===== config.mk =====
export PLATFORM = sky130hd
export DESIGN_NAME = gwm_row
export DESIGN_NICKNAME = d
export VERILOG_FILES = /design/src/rtl/core/gwm_pkg.sv /design/src/rtl/core/gwm_cell.sv /design/src/rtl/core/gwm_row.sv
export SDC_FILE = /design/constraint.sdc
export NUM_CORES = 1
export LEC_CHECK = 0
export BUFFER_PORTS_ARGS = -buffer_cell sky130_fd_sc_hd__buf_4
export CAP_MARGIN = 20
export CORE_MARGIN = 2
export CORE_UTILIZATION = 50
export DETAILED_ROUTE_END_ITERATION = 10
export MAX_ROUTING_LAYER = met4
export PLACE_DENSITY = 0.66
export SYNTH_ARGS = -nofsm -noshare
export SYNTH_HDL_FRONTEND = slang
export SYNTH_SLANG_ARGS = --single-unit

===== constraint.sdc =====
create_clock -name clk_i -period 7.3 [get_ports clk_i]
set_clock_uncertainty 0.05 [all_clocks]
set_input_delay 1.46 -clock clk_i [delete_from_list [all_inputs] [get_ports clk_i]]
set_output_delay 1.46 -clock clk_i [all_outputs]
set_load 0.005 [all_outputs]

===== src/rtl/core/gwm_pkg.sv =====
// ----------------------------------------------------------------------------
// gwm_pkg: shared types and constants for the glob rule path matcher
// Rule table geometry, wildcard codes, command codes and the control
// bundles that run between the top level, the rule rows and their cells.
// ----------------------------------------------------------------------------
`default_nettype none

package gwm_pkg;

  // Rule table geometry
  localparam int unsigned RuleSlots  = 8;
  localparam int unsigned PatternLen = 32;
  localparam int unsigned CharBits   = 16;

  localparam int unsigned SlotW = (RuleSlots > 1) ? $clog2(RuleSlots) : 1;
  localparam int unsigned PosW  = (PatternLen > 1) ? $clog2(PatternLen) : 1;
  localparam int unsigned LenW  = $clog2(PatternLen + 1);
  localparam int unsigned RowW  = PatternLen + 1;

  // Wire widths of the beat fields
  localparam int unsigned CmdW      = 2;
  localparam int unsigned FSlotW    = 3;
  localparam int unsigned FPosW     = 5;
  localparam int unsigned FCharW    = 16;
  localparam int unsigned FLenW     = 6;
  localparam int unsigned InDataW   = 32;
  localparam int unsigned OutDataW  = 8;

  // Wildcard codes
  localparam logic [CharBits-1:0] StarChar = CharBits'(8'h2A);
  localparam logic [CharBits-1:0] AnyChar  = CharBits'(8'h3F);

  // Input beat kinds
  typedef enum logic [CmdW-1:0] {
    CMD_WRITE_CHAR = 2'd0,
    CMD_SET_HEADER = 2'd1,
    CMD_PATH_CHAR  = 2'd2,
    CMD_END_PATH   = 2'd3
  } cmd_e;

  // Per-row control from the command decoder
  typedef struct packed {
    logic wr_char;   // write one pattern char of this row
    logic set_hdr;   // load header of this row and re-arm it
    logic advance;   // step the row by one path char
    logic arm_all;   // end of path: re-arm
  } row_ctrl_t;

  // Status of one position cell toward the row
  typedef struct packed {
    logic star;      // live '*' inside the rule length
    logic stay;      // '*' keeps its own position alive
    logic hand;      // char matched: pass to the next position
  } cell_out_t;

endpackage

`default_nettype wire


===== src/rtl/core/gwm_cell.sv =====
// ----------------------------------------------------------------------------
// gwm_cell: one pattern position of a rule row
// Holds one pattern char, compares it against the path char and hands the
// live state on to the next position or keeps it on a star.
// ----------------------------------------------------------------------------
`default_nettype none

module gwm_cell (
  input  wire logic                         clk_i,
  input  wire logic                         wr_en_i,
  input  wire logic [gwm_pkg::CharBits-1:0] wr_char_i,
  input  wire logic [gwm_pkg::CharBits-1:0] path_char_i,
  input  wire logic                         in_range_i,
  input  wire logic                         closed_i,
  output gwm_pkg::cell_out_t                cell_o
);

  logic [gwm_pkg::CharBits-1:0] char_q;
  logic                         star_q;
  logic                         any_q;
  logic                         hit;

  // Store pattern char with its wildcard flags
  always_ff @(posedge clk_i) begin
    if (wr_en_i) begin
      char_q <= wr_char_i;
      star_q <= (wr_char_i == gwm_pkg::StarChar);
      any_q  <= (wr_char_i == gwm_pkg::AnyChar);
    end
  end

  // Match one path char
  assign hit = any_q || (char_q == path_char_i);

  always_comb begin
    cell_o.star = star_q & in_range_i;
    cell_o.stay = closed_i & in_range_i & star_q;
    cell_o.hand = closed_i & in_range_i & ~star_q & hit;
  end

endmodule

`default_nettype wire


===== src/rtl/core/gwm_row.sv =====
// ----------------------------------------------------------------------------
// gwm_row: one rule of the table as a chain of position cells
// Keeps the rule header and the live-prefix bits, applies the star closure
// with one carry chain and reports an include or exclude hit at end of path.
// ----------------------------------------------------------------------------
`default_nettype none

module gwm_row (
  input  wire logic                         clk_i,
  input  wire logic                         rst_ni,
  input  wire gwm_pkg::row_ctrl_t           ctrl_i,
  input  wire logic [gwm_pkg::FPosW-1:0]    char_pos_i,
  input  wire logic [gwm_pkg::CharBits-1:0] char_value_i,
  input  wire logic [gwm_pkg::FLenW-1:0]    rule_length_i,
  input  wire logic                         rule_negated_i,
  input  wire logic                         rule_enabled_i,
  output logic                              inc_hit_o,
  output logic                              exc_hit_o
);

  localparam int unsigned N = gwm_pkg::PatternLen;
  localparam int unsigned W = gwm_pkg::RowW;

  logic [gwm_pkg::LenW-1:0] len_q, len_d;
  logic                     neg_q;
  logic                     en_q;
  logic [W-1:0]             alive_q, alive_d;
  logic [W-1:0]             star_v;
  logic [W-1:0]             gen_v;
  logic [W-1:0]             sum_v;
  logic [W-1:0]             closed;
  logic [N-1:0]             stay_v;
  logic [N-1:0]             hand_v;
  logic                     row_hit;
  logic                     arm;

  gwm_pkg::cell_out_t       cell_out [N];

  // Saturate the rule length at the pattern depth
  always_comb begin
    if (rule_length_i > gwm_pkg::FLenW'(N)) begin
      len_d = gwm_pkg::LenW'(N);
    end else begin
      len_d = gwm_pkg::LenW'(rule_length_i);
    end
  end

  // Hold the rule header
  always_ff @(posedge clk_i or negedge rst_ni) begin
    if (!rst_ni) begin
      len_q <= '0;
      neg_q <= 1'b0;
      en_q  <= 1'b0;
    end else if (ctrl_i.set_hdr) begin
      len_q <= len_d;
      neg_q <= rule_negated_i;
      en_q  <= rule_enabled_i;
    end
  end

  // Row of position cells
  for (genvar i = 0; i < N; i++) begin : g_cell
    logic wr_en;
    logic in_range;

    assign wr_en    = ctrl_i.wr_char && (char_pos_i == gwm_pkg::FPosW'(i));
    assign in_range = gwm_pkg::LenW'(i) < len_q;

    gwm_cell u_cell (
      .clk_i       (clk_i),
      .wr_en_i     (wr_en),
      .wr_char_i   (char_value_i[gwm_pkg::CharBits-1:0]),
      .path_char_i (char_value_i[gwm_pkg::CharBits-1:0]),
      .in_range_i  (in_range),
      .closed_i    (closed[i]),
      .cell_o      (cell_out[i])
    );

    assign star_v[i] = cell_out[i].star;
    assign stay_v[i] = cell_out[i].stay;
    assign hand_v[i] = cell_out[i].hand;
  end

  assign star_v[N] = 1'b0;

  // Star closure as a carry chain: runs of stars propagate a live bit
  assign gen_v  = star_v & alive_q;
  assign sum_v  = star_v + gen_v;
  assign closed = alive_q | (sum_v ^ star_v ^ gen_v);

  // Whole-rule hit at the end position
  assign row_hit   = closed[len_q];
  assign inc_hit_o = en_q & ~neg_q & row_hit;
  assign exc_hit_o = en_q & neg_q & row_hit;

  // Next live-prefix bits: re-arm, or take hand-offs from the left neighbor
  assign arm = ctrl_i.set_hdr | ctrl_i.arm_all;

  always_comb begin
    alive_d = alive_q;
    if (arm) begin
      alive_d    = '0;
      alive_d[0] = 1'b1;
    end else if (ctrl_i.advance) begin
      alive_d[0] = stay_v[0];
      for (int unsigned i = 1; i < N; i++) begin
        alive_d[i] = stay_v[i] | hand_v[i-1];
      end
      alive_d[N] = hand_v[N-1];
    end
  end

  always_ff @(posedge clk_i or negedge rst_ni) begin
    if (!rst_ni) begin
      alive_q <= W'(1);
    end else begin
      alive_q <= alive_d;
    end
  end

endmodule

`default_nettype wire


==> After elaboration in Yosys (flattened, before gate mapping) <==
Index checks and enable logic that the tools add are counted.
{ "classes": {"addsub": 1, "n_mul": 0, "div": 0, "order_cmp": 34, "eq_ne": 65, "shifts": 0, "n_mux": 5, "bitwise_logic": 233, "reduce_logical": 66} }
{ "op_table": {"columns": ["operator", "count"], "rows": [
  ["equality test 16 bit", 32],
  ["AND 1 bit", 164],
  ["less-than comparator 5 x 6 -> 1 bit, first input constant", 16],
  ["equality test 5 bit, second input constant", 16],
  ["two-way mux 33 bit", 2],
  ["less-than comparator 4 x 6 -> 1 bit, first input constant", 8],
  ["equality test 5 x 4 -> 1 bit, second input constant", 8],
  ["adder 32 x 33 -> 33 bit", 1],
  ["AND 32 x 33 -> 33 bit", 1],
  ["inverter 1 bit", 33],
  ["bitwise OR 33 bit", 1],
  ["XOR 33 x 32 -> 33 bit", 1],
  ["XOR 33 bit", 1],
  ["equality test 16 x 6 -> 1 bit, second input constant", 2],
  ["logical AND 1 bit", 32],
  ["logical OR 1 bit", 32],
  ["bitwise OR 1 bit", 32],
  ["less-than comparator 3 x 6 -> 1 bit, first input constant", 4],
  ["equality test 5 x 3 -> 1 bit, second input constant", 4],
  ["less-than comparator 1 x 6 -> 1 bit, first input constant", 2],
  ["less-than comparator 2 x 6 -> 1 bit, first input constant", 2],
  ["equality test 5 x 2 -> 1 bit, second input constant", 2],
  ["less-than comparator 6 x 7 -> 1 bit, second input constant", 1],
  ["binary-select mux 1 bit (select 6 bit)", 1],
  ["6 further kinds", 6]
]} }
{ "word_totals": {"ff_bits": 617, "latch_bits": 0, "ram_bits": 0, "romBits": 0, "input_bits": 35, "word_cells": 504, "memories": 0} }

==> Longest topological paths before layout <==
Gate-level depths: netlist of run 1.
{ "depth": {"ltp_word": 13, "depth_mapped": 15, "mapped_depth_nobuf": 13} }

==> By module <==
Synthesis of run 1 repeated with hierarchy kept, for this count alone.
{ "hier_totals": {"hier_cells": 2214, "hier_area_um2": 29530.8} }
{ "modules_own_cells": {"columns": ["module", "n_inst", "cells_per_inst", "area_each_um2"], "rows": [
  ["gwm_cell", 32, 51, 795.8],
  ["gwm_row", 1, 582, 4066.4]
]} }

==> Worst setup path before layout of run 1 <==
OpenSTA, ideal clock, no wires.
{ "synth_timing": {"path_kind": "input to register", "startpoint": "in char_value_i[9] (netlist name)", "endpoint": "reg g_cell[0].u_cell.star_q (data pin)", "setup_time_ns": 0.539, "arrival_time_ns": 4.522, "slack_ns": 2.189, "path_stages": 6, "path_buffers": 2, "cell_sequence": "clkbuf_1 clkbuf_1 or4_1 nor4_1 nand4_1 nor4_1"} }
{ "synth_via": {"elab_chain_len": 1} }
{ "synth_lines": {"columns": ["element", "line_no", "text"], "rows": [
  ["start: declaration", "gwm_row.sv:13", "input wire logic [gwm_pkg::CharBits-1:0] char_value_i,"],
  ["equality test 16 x 6 -> 1 bit", "gwm_cell.sv:27", "star_q <= (wr_char_i == gwm_pkg::StarChar);"],
  ["end signal: assignment", "gwm_cell.sv:27", null],
  ["end: declaration", "gwm_cell.sv:19", "logic star_q;"]
]} }
Every way passes these cells.
A chain may end at the register's enable or synchronous reset.

==> Worst setup path in the final report of run 1 <==
{ "layout_timing": {"startpoint": "reg len_q[2] (netlist name)", "endpoint": "out inc_hit_o"} }
{ "layout_via": {"elab_chain_len": 10} }
{ "layout_lines": {"columns": ["element", "line_no", "text"], "rows": [
  ["start: declaration", "gwm_row.sv:24", "logic [gwm_pkg::LenW-1:0] len_q, len_d;"],
  ["start signal: assignment", "gwm_row.sv:55", "len_q <= len_d;"],
  ["less-than comparator 1 x 6 -> 1 bit (tied with other cells)", "gwm_row.sv:67", "assign in_range = gwm_pkg::LenW'(i) < len_q;"],
  ["AND 1 bit", "gwm_cell.sv:36", "cell_o.star = star_q & in_range_i;"],
  ["AND 32 x 33 -> 33 bit", "gwm_row.sv:87", "assign gen_v = star_v & alive_q;"],
  ["adder 32 x 33 -> 33 bit", "gwm_row.sv:88", "assign sum_v = star_v + gen_v;"],
  ["XOR 33 x 32 -> 33 bit", "gwm_row.sv:89", "assign closed = alive_q | (sum_v ^ star_v ^ gen_v);"],
  ["XOR 33 bit", "gwm_row.sv:89", null],
  ["bitwise OR 33 bit", "gwm_row.sv:89", null],
  ["binary-select mux 1 bit (select 6 bit) *", "gwm_row.sv:92", "assign row_hit = closed[len_q];"],
  ["two-way mux 1 bit (implied by the code) *", "gwm_row.sv:92", null],
  ["AND 1 bit *", "gwm_row.sv:93", "assign inc_hit_o = en_q & ~neg_q & row_hit;"],
  ["end: declaration", "gwm_row.sv:17", "output logic inc_hit_o,"]
]} }
Mark *: on every way between the ends. The rest lies on a longest branch, timed or not. The select of a mux whose other input is x is not followed.

==> impl_metrics.tcl, run 1 <==
set metrics [dict create \
    outcome "complete, no violations" \
    drv_cap 0 \
    start_kind "register" \
    p_per_area_nw_per_um2 246 \
    crit_slowest_cell "or4_4" \
    crit_required_ps 5790 \
    syn_inst 2103 \
    ioPinCount 37 \
    hpwl_mm 47.1 \
    hold_viol 0 \
    drt-total-wl_mm 74.6 \
    rows 87 \
    clk_path_buf_depth 3 \
    place_ws_ps 1370 \
    htree_levels 3 \
    synth_edf_count 576 \
    grt.overflow.total 0 \
    cellLeakagePower_nw 9.73 \
    syn2layout_area_growth_pct 11.6 \
    rsz0062_at_grt "no" \
    hold_buffers 0 \
    r2r_setup_slack_ps 2850 \
    ys_seq_area_frac 0.644 \
    clk_pin_slew_ps 60 \
    fp.dieH_um 243 \
    synth.largest_area_cell "edfxtp_1" \
    die_area_sq_um 58900 \
    grt_max_degree 49 \
    grt_antenna_before_repair 1 \
    antenna_cells 0 \
    cp_max_fo 20 \
    finalCriticalPeriod_ps 6600 \
    crit_path_end_kind "output port" \
    post_cts_buffers 0 \
    finalNetCount 2196 \
    syn-cell-area_sq_um 28500 \
    peakVddDrop_mv 0.169 \
    core_area_sq_um 56400 \
    start_util 0.505 \
    cts_root_buf "clkbuf_16" \
    vias 17658 \
    synth_top_area_frac 0.608 \
    total_power_mw 7.81 \
    syn_nets 2139 \
    fin_ws_ps 698 \
    fin_cells 2962 \
    synth_area_leaders "edfxtp_1 61%, xnor2_1 16%, dfrtp_1 3.5%" \
    ys_warn_count 0 \
    drive_above_1_share 0.104 \
    crit_type "register to output port" \
    r2r_cells 13 \
    setup_viol 0 \
    cts_tree "built" \
    worst_pin_slew_ps 1000 \
    wl_per_cell_um 25.2 \
    min_path_type "register to register" \
    via_per_inst 5.96 \
    drt_iter0_markers 1560 \
    clkSinkCount 617 \
    ys_types 94 \
    max_freq_mhz 151 \
    fill_cells 4615 \
    cts_resized 0 \
    drc 0 \
    syn_area_per_cell_sq_um 13.5 \
    slowest_delay_ps 670 \
    synth-seq-cells 617 \
    grt_pass1_wl_mm 113 \
    report.final.slew_viol_count 0 \
    min_path_cells 1 \
    grt_pass1_vias 17561 \
    clk_latency_ps 620 \
    ant_nets 0 \
    cts_buffers 67 \
    placedCellCount 2847 \
    cp_cell_sequence "or4_4, o211a_1, ha_1, nor2_1, nor4b_1, o22ai_1, a31o_2, o211ai_1, o21ai_1, a21oi_1, a21oi_1, and4_4, nor4b_1, buf_4" \
    setup_tns_ps 0 \
    dr.pass1.iters 5 \
    gp_congestion 0.912 \
    die_w_um 243 \
    track_usage 0.263 \
    synth-main-ff-cell "edfxtp_1" \
    period_share 0.904 \
    arrival_ps 5090 \
    slew_headroom 0.315 \
    async_reset_ff_frac 0.0665 \
    io_buffers 36 \
]
-- worst max-delay path: cells and delay by family (launching register included) --
| family | cells | cell delay [ps] |
|---|---|---|
| AO/OA/AOI/OAI | 7 | 1850 |
| AND/OR/NAND/NOR | 5 | 1670 |
| flip-flops | 1 | 610 |
| adder cells (fa/ha/maj) | 1 | 200 |
| buffers and inverters | 1 | 150 |
-- flip-flops by register name (all words and copies together) (netlist names) --
| signal | count |
|---|---|
| en_q | 1 |
| g_cell.u_cell.any_q | 32 |
| g_cell.u_cell.star_q | 32 |
| alive_q | 33 |
| neg_q | 1 |
| g_cell.u_cell.char_q | 512 |
| len_q | 6 |
-- cells by family (layout without fill, tap and decap cells) --
group,Yosys count,after routing,share of synthesized area
multiplexers,1,1,0.000395
XOR/XNOR,513,513,0.158
AND/OR/NAND/NOR,519,519,0.101
flip-flops,617,617,0.644
buffers and inverters,134,237,0.0204
AO/OA/AOI/OAI,318,318,0.0766
adder cells (fa/ha/maj),1,1,0.000439
-- layout make-up --
type                    instances  area, sq um  share of cell area
flip-flops and latches        617        18300               0.577
multi-input cells            1352         9630               0.303
clock buffers                  86         1760              0.0553
well taps                     756          946              0.0298
repair buffers                100          751              0.0236
clock inverters                29          287             0.00902
inverters                      22         82.6             0.00260
-- Yosys cell counts, types with 8 or more instances --
cell type / number
edfxtp_1: 576
xnor2_1: 513
nand2_1: 60
a21oi_1: 57
nand3_1: 22
and3_1: 11
nor3_1: 25
nor2_1: 126
or3_1: 9
clkbuf_1: 71
o211ai_1: 10
a22o_1: 14
buf_2: 9
a31oi_1: 12
buf_1: 18
a21o_1: 12
o31ai_1: 10
nor4_1: 54
o22ai_1: 16
dfrtp_1: 40
or4_1: 8
buf_4: 10
o21ai_1: 9
o21a_1: 11
nand4_1: 138
inv_1: 22
nand2b_1: 12
o21ai_0: 78
-- metal layers --
metal,global-route usage,wire (um),part of all wire
met4,0.0715,1550,0.021
met2,0.406,34600,0.46
met1,0.372,34800,0.47
met5,-,0,0
met3,0.0323,3590,0.048
-- cells in the final DEF (no fill, tap or decap), types with 11 or more instances in the layout --
cell / n
nand4_1: 138
dfrtp_1: 40
nand2_1: 60
a31oi_1: 12
and3_1: 11
nand2b_1: 12
nor2_1: 124
o22ai_1: 16
clkinv_1: 14
o21a_1: 11
a21oi_1: 57
edfxtp_1: 576
inv_1: 22
buf_4: 100
a21o_1: 12
nand3_1: 22
clkbuf_16: 67
o21ai_0: 78
nor3_1: 16
a22o_1: 14
clkbuf_1: 18
nor4_1: 53
xnor2_1: 513
-- where the power goes --
| part | leakage (nW) | switching [mW] | total (mW) | internal (mW) |
|---|---|---|---|---|
| Clock | 0.988 | 1.37 | 3.19 | 1.82 |
| Combinational | 3.12 | 0.450 | 0.689 | 0.239 |
| Sequential | 5.62 | 0.0306 | 3.94 | 3.91 |
-- per-stage QoR --
step	area, sq um	hold slack [ps]	util
detailed placement	29700	450	0.527
finish	31800	468	0.564
floorplan	28500	417	-
CTS	31800	465	0.564
global placement	29700	435	0.527
global route	31800	490	0.564
-- path summary, 6_finish.rpt --
path	from	end
min in group asynchronous	rst_ni	alive_q[5]
setup reg to reg	len_q[2]	alive_q[31]
setup / recovery	len_q[2]	inc_hit_o
max in group asynchronous	rst_ni	alive_q[25]
hold / removal	alive_q[32]	alive_q[32]
hold reg to reg	alive_q[32]	alive_q[32]
No activity file was read; power rests on OpenSTA's default activity.
==> run 2: changes to the inputs <==
Settings changed: CELL_PAD_IN_SITES_DETAIL_PLACEMENT set to 1, CELL_PAD_IN_SITES_GLOBAL_PLACEMENT set to 2, CORE_UTILIZATION 50 to 49, PLACE_DENSITY 0.66 to unset, PLACE_DENSITY_LB_ADDON set to 0.1.
==> run 2 against run 1 <==
Effect of this change:
- first-iteration DRC count is 9.7% lower
- critical path type unchanged
- clock-buffer cell count is 8 higher
- largest cell class unchanged
- hold slack got worse by 1.1 ps
- final cell count up 0.95%
- critical endpoint unchanged
- highest routed layer unchanged
==> impl_metrics.tcl, run 2 (synthesized netlist as in run 1, its figures left out) <==
set metrics [dict create \
    clk_pin_slew_ps 60 \
    clkPwrFrac 0.411 \
    fp.dieH_um 245 \
    p_int_mw 5.99 \
    min_path_cells 1 \
    post_cts_buffers 0 \
    top_register "g_cell.u_cell.char_q" \
    drive_above_1_share 0.110 \
    layout_commonest_cell "edfxtp_1" \
    fin_ws_ps 519 \
    io_buffers 36 \
    crit_path_end_kind "output port" \
    max_freq_mhz 147 \
    period_share 0.929 \
    arrival_ps 5270 \
    use_met3 0.0335 \
    worstHoldStart "alive_q[32]" \
    swShare 0.243 \
    grt_antenna_before_repair 3 \
    clk_path_buf_depth 3 \
    peakVddDrop_mv 0.226 \
    track_usage 0.288 \
    finalCriticalPeriod_ps 6780 \
    finalNetCount 2208 \
    start_util 0.494 \
    ant_nets 0 \
    htree_levels 3 \
    grt_pass1_wl_mm 124 \
    clkSinkCount 617 \
    drt_iter0_markers 1408 \
    crit_required_ps 5790 \
    core_area_sq_um 57600 \
    hold_path_end "alive_q[32]" \
    cts_buffers 69 \
    cts_resized 0 \
    crit_type "register to output port" \
    cts_root_buf "clkbuf_16" \
    report.final.slew_viol_count 0 \
    p_per_area_nw_per_um2 248 \
    grt.overflow.total 0 \
    setup_viol 0 \
    dr.pass1.iters 5 \
    die_w_um 245 \
    pwr-share-seq 0.499 \
    start_kind "register" \
    rows 88 \
    reg.largest.list "g_cell.u_cell.char_q: 512 flops, alive_q: 33 flops" \
    clk_latency_ps 620 \
    drt-total-wl_mm 82.3 \
    rr_endpoint "alive_q[31]" \
    slew_headroom 0.235 \
    rsz0062_at_grt "no" \
    grtUsageMet1 0.401 \
    grt_pass1_vias 18897 \
    die_area_sq_um 60000 \
    r2r_cells 13 \
    largest_reg_flops 512 \
    vias 17881 \
    place_ws_ps 1290 \
    outcome "complete, no violations" \
    r2r_setup_slack_ps 2170 \
    cp_max_fo 19 \
    min_path_type "register to register" \
    hold_buffers 0 \
    top_usage_layer "met2" \
    via_per_inst 5.98 \
    gp_congestion 0.935 \
    cts_tree "built" \
    hold_viol 0 \
    final_cell_mix "576 x edfxtp_1, 513 x xnor2_1, 138 x nand4_1" \
    rr_startpoint "len_q[4]" \
    syn2layout_area_growth_pct 12.1 \
    cellLeakagePower_nw 9.80 \
    drv_cap 0 \
    p_switching_mw 1.92 \
    drc 0 \
    hpwl_mm 53.5 \
    combPwrFrac 0.089 \
    setup_tns_ps 0 \
    wl_per_cell_um 27.5 \
    hold_ws_ps 467 \
    ioPinCount 37 \
    worst_pin_slew_ps 1140 \
    met2_usage 0.452 \
    grt_max_degree 51 \
]
-- run 2: changes by cell type in the layout (fill, tap and decap cells not counted), moves of 2 or more --
cell       delta
inv_6         -2
buf_4        +10
clkinv_4      +2
clkinv_8      -2
clkinv_2      +2
clkbuf_16     +5
clkbuf_1      +3
bufinv_16     -3
-- run 2: per-stage QoR --
stage | util | area [sq um] | instances | power (mW)
5_1_grt | 0.554 | 31900 | 2990 | 8.15
4_1_cts | 0.554 | 31900 | 2989 | 7.96
2_1_floorplan | - | 28500 | 2103 | 4.46
6_report | 0.554 | 31900 | 2990 | 7.90
3_5_place_dp | 0.518 | 29800 | 2866 | 4.72
3_3_place_gp | 0.518 | 29800 | 2866 | 4.70
-- run 2: critical path, stage by stage (launching register included) --
cell	delay (ps)
dfrtp_1	670
nor4_1	710
a21oi_1	230
ha_1	260
nor2_1	150
nor4b_1	530
o22ai_1	230
a31o_2	330
o211ai_1	340
o21ai_1	210
a21oi_1	370
a21oi_1	130
and4_4	220
nor4b_1	140
buf_4	140
-- run 2: power by group through the flow --
stage | logic, mW | registers, mW | clock network, mW
6_report | 0.707 | 3.95 | 3.25
5_1_grt | 0.764 | 3.95 | 3.43
4_1_cts | 0.710 | 3.95 | 3.31
3_5_place_dp | 0.702 | 4.02 | 0
3_3_place_gp | 0.689 | 4.02 | 0
2_1_floorplan | 0.464 | 4.00 | 0
-- run 2: routing by layer --
metal | vias to the layer above | part of all wire
met5 | - | 0
met4 | 0 | 0.021
met3 | 102 | 0.045
met2 | 445 | 0.48
met1 | 9300 | 0.46
li1 | 8034 | -
-- run 2: final cells by class --
type | instances | area [sq um]
clock inverters | 29 | 215
diodes | 1 | 2.50
inverters | 22 | 82.6
fillers | 5546 | 25700
flip-flops and latches | 617 | 18300
clock buffers | 94 | 1890
multi-input cells | 1352 | 9630
repair buffers | 110 | 826
well taps | 765 | 957
-- run 2: worst max path at each step --
| stage | from | end | slack, ps | cells past startpoint |
|---|---|---|---|---|
| detailed placement | len_q[1] | inc_hit_o | 1290 | 14 |
| finish | len_q[4] | inc_hit_o | 520 | 14 |
| global route | len_q[1] | inc_hit_o | 280 | 14 |
| floorplan | char_value_i[9] | g_cell[0].u_cell.star_q | 2190 | 6 |
| global placement | len_q[4] | exc_hit_o | 1280 | 14 |
| CTS | len_q[1] | inc_hit_o | 620 | 14 |
==> run 3: changes to the inputs <==
==> constraint.sdc (replaced) <==
create_clock -name clk_i -period 7.3 [get_ports clk_i]
set_clock_uncertainty 0.05 [all_clocks]
set_input_delay 0.365 -clock clk_i [delete_from_list [all_inputs] [get_ports clk_i]]
set_output_delay 0.365 -clock clk_i [all_outputs]
set_load 0.005 [all_outputs]
==> run 3 against run 2 <==
Effect of this change:
- flip-flop and latch count is the same
- non-clock buffer count shrank 3
- combinational power is essentially flat
- setup slack gained 1000 ps
==> impl_metrics.tcl, run 3 (synthesized netlist as in run 1, its figures left out) <==
set metrics [dict create \
    ant_nets 0 \
    finalCriticalPeriod_ps 5760 \
    grt_pass1_wl_mm 124 \
    grt_max_degree 52 \
    setup_viol 0 \
    finalNetCount 2204 \
    regArea_sq_um 18300 \
    p_per_area_nw_per_um2 251 \
    grt_pass1_vias 19019 \
    cp_max_fo 40 \
    cp_num_buf_inv 2 \
    htree_levels 3 \
    die_area_sq_um 60000 \
    worst_pin_slew_ps 1100 \
    max_freq_mhz 173 \
    crit_required_ps 6880 \
    drc 0 \
    cts_buffers 68 \
    report.final.slew_viol_count 0 \
    core_area_sq_um 57600 \
    cp_cell_sequence "buf_4, or2_1, o211a_1, ha_1, nor2_1, nor4b_1, o22ai_1, a31o_2, o211ai_1, o21ai_1, nor2_1, a211o_1, a2111o_1, nor4b_1, buf_4" \
    drive_above_1_share 0.109 \
    hpwl_mm 53.0 \
    arrival_ps 5350 \
    layout_commonest_cell "edfxtp_1" \
    fp.dieH_um 245 \
    syn2layout_area_growth_pct 12.3 \
    crit_slowest_cell "or2_1" \
    largest_reg_flops 512 \
    fill_cells 5493 \
    hold_buffers 4 \
    final_cell_mix "576 x edfxtp_1, 513 x xnor2_1, 138 x nand4_1" \
    multi_input_area_sq_um 9630 \
    die_w_um 245 \
    cts_root_buf "clkbuf_16" \
    crit_path_end_kind "output port" \
    cellLeakagePower_nw 9.81 \
    start_kind "register" \
    hold_ws_ps 43.9 \
    place_ws_ps 2230 \
    drt_iter0_markers 1203 \
    setup_tns_ps 0 \
    peakVddDrop_mv 0.259 \
    slew_headroom 0.265 \
    drv_cap 0 \
    hold_viol 0 \
    start_util 0.494 \
    outcome "complete, no violations" \
    gp_congestion 0.878 \
    dr.pass1.iters 4 \
    cts_tree "built" \
    fin_ws_ps 1540 \
    crit_type "register to output port" \
    clk_path_buf_depth 3 \
    ioPinCount 37 \
    design_area_sq_um 32000 \
    drt-total-wl_mm 81.9 \
    grt_antenna_before_repair 3 \
    wl_per_cell_um 27.4 \
    rows 88 \
    cts_resized 0 \
    clk_pin_slew_ps 60 \
    clkSinkCount 617 \
    rsz0062_at_grt "no" \
    top_register "g_cell.u_cell.char_q" \
    total_power_mw 8.03 \
    reg.largest.list "g_cell.u_cell.char_q: 512 flops, alive_q: 33 flops" \
    post_cts_buffers 0 \
    vias 17886 \
    track_usage 0.286 \
    slowest_delay_ps 770 \
    worst_path_dominant_cell_family "compound AO/OA/AOI/OAI gates" \
    grt.overflow.total 0 \
    io_buffers 36 \
    via_per_inst 5.99 \
    clk_latency_ps 630 \
    min_path_type "input port to register" \
    period_share 0.790 \
    placed_area_sq_um 29800 \
]
==> run 3: worst reg2reg max path: stages, from the launching register on <==
cell and delay (ps):
dfrtp_1 790, or4_4 710, o211a_1 270, ha_1 220, nor2_1 180, nor4b_1 460
o22ai_1 230, a31o_2 330, o211ai_1 320, o21ai_1 230, a311oi_1 630, nor3_1 150
a21oi_1 150, o21ai_0 100
==> run 3: where the power goes <==
part,switching (mW),internal (mW)
Combinational,0.466,0.241
Clock,1.46,1.92
Sequential,0.0331,3.91
Total,1.96,6.07
==> run 3: cell type report <==
class | instances | area share
sequential | 617 | 0.573
clock inverter | 36 | 0.0125
timing repair buffer | 107 | 0.0254
tap | 765 | 0.0299
clock buffer | 85 | 0.0552
inverter | 22 | 0.00258
multi-input combinational | 1352 | 0.301
antenna | 1 | 0.0000783
==> run 3: metrics by stage <==
stage                     cells   util
after floorplan            2103      -
after global placement     2859  0.517
after detailed placement   2859  0.517
after CTS                  2984  0.555
after global routing       2985  0.555
final                      2985  0.555
==> run 3: metal layers <==
layer  vias up  global-route usage  share of wire
li1       8010                   -              -
met3       125              0.0361          0.036
met5         -                   -              0
met2       393               0.458           0.49
met4         0              0.0830          0.026
met1      9358               0.384           0.45
==> run 3: worst paths after layout <==
check	slack, ps	from	to	depth (start not counted)
max reg2reg	2360	len_q[0]	alive_q[30]	13
min	40	rule_length_i[4]	len_q[4]	3
max	1540	len_q[5]	inc_hit_o	15
min in group asynchronous	270	rst_ni	alive_q[12]	2
max in group asynchronous	6490	rst_ni	alive_q[31]	2
min reg2reg	480	alive_q[0]	alive_q[0]	1
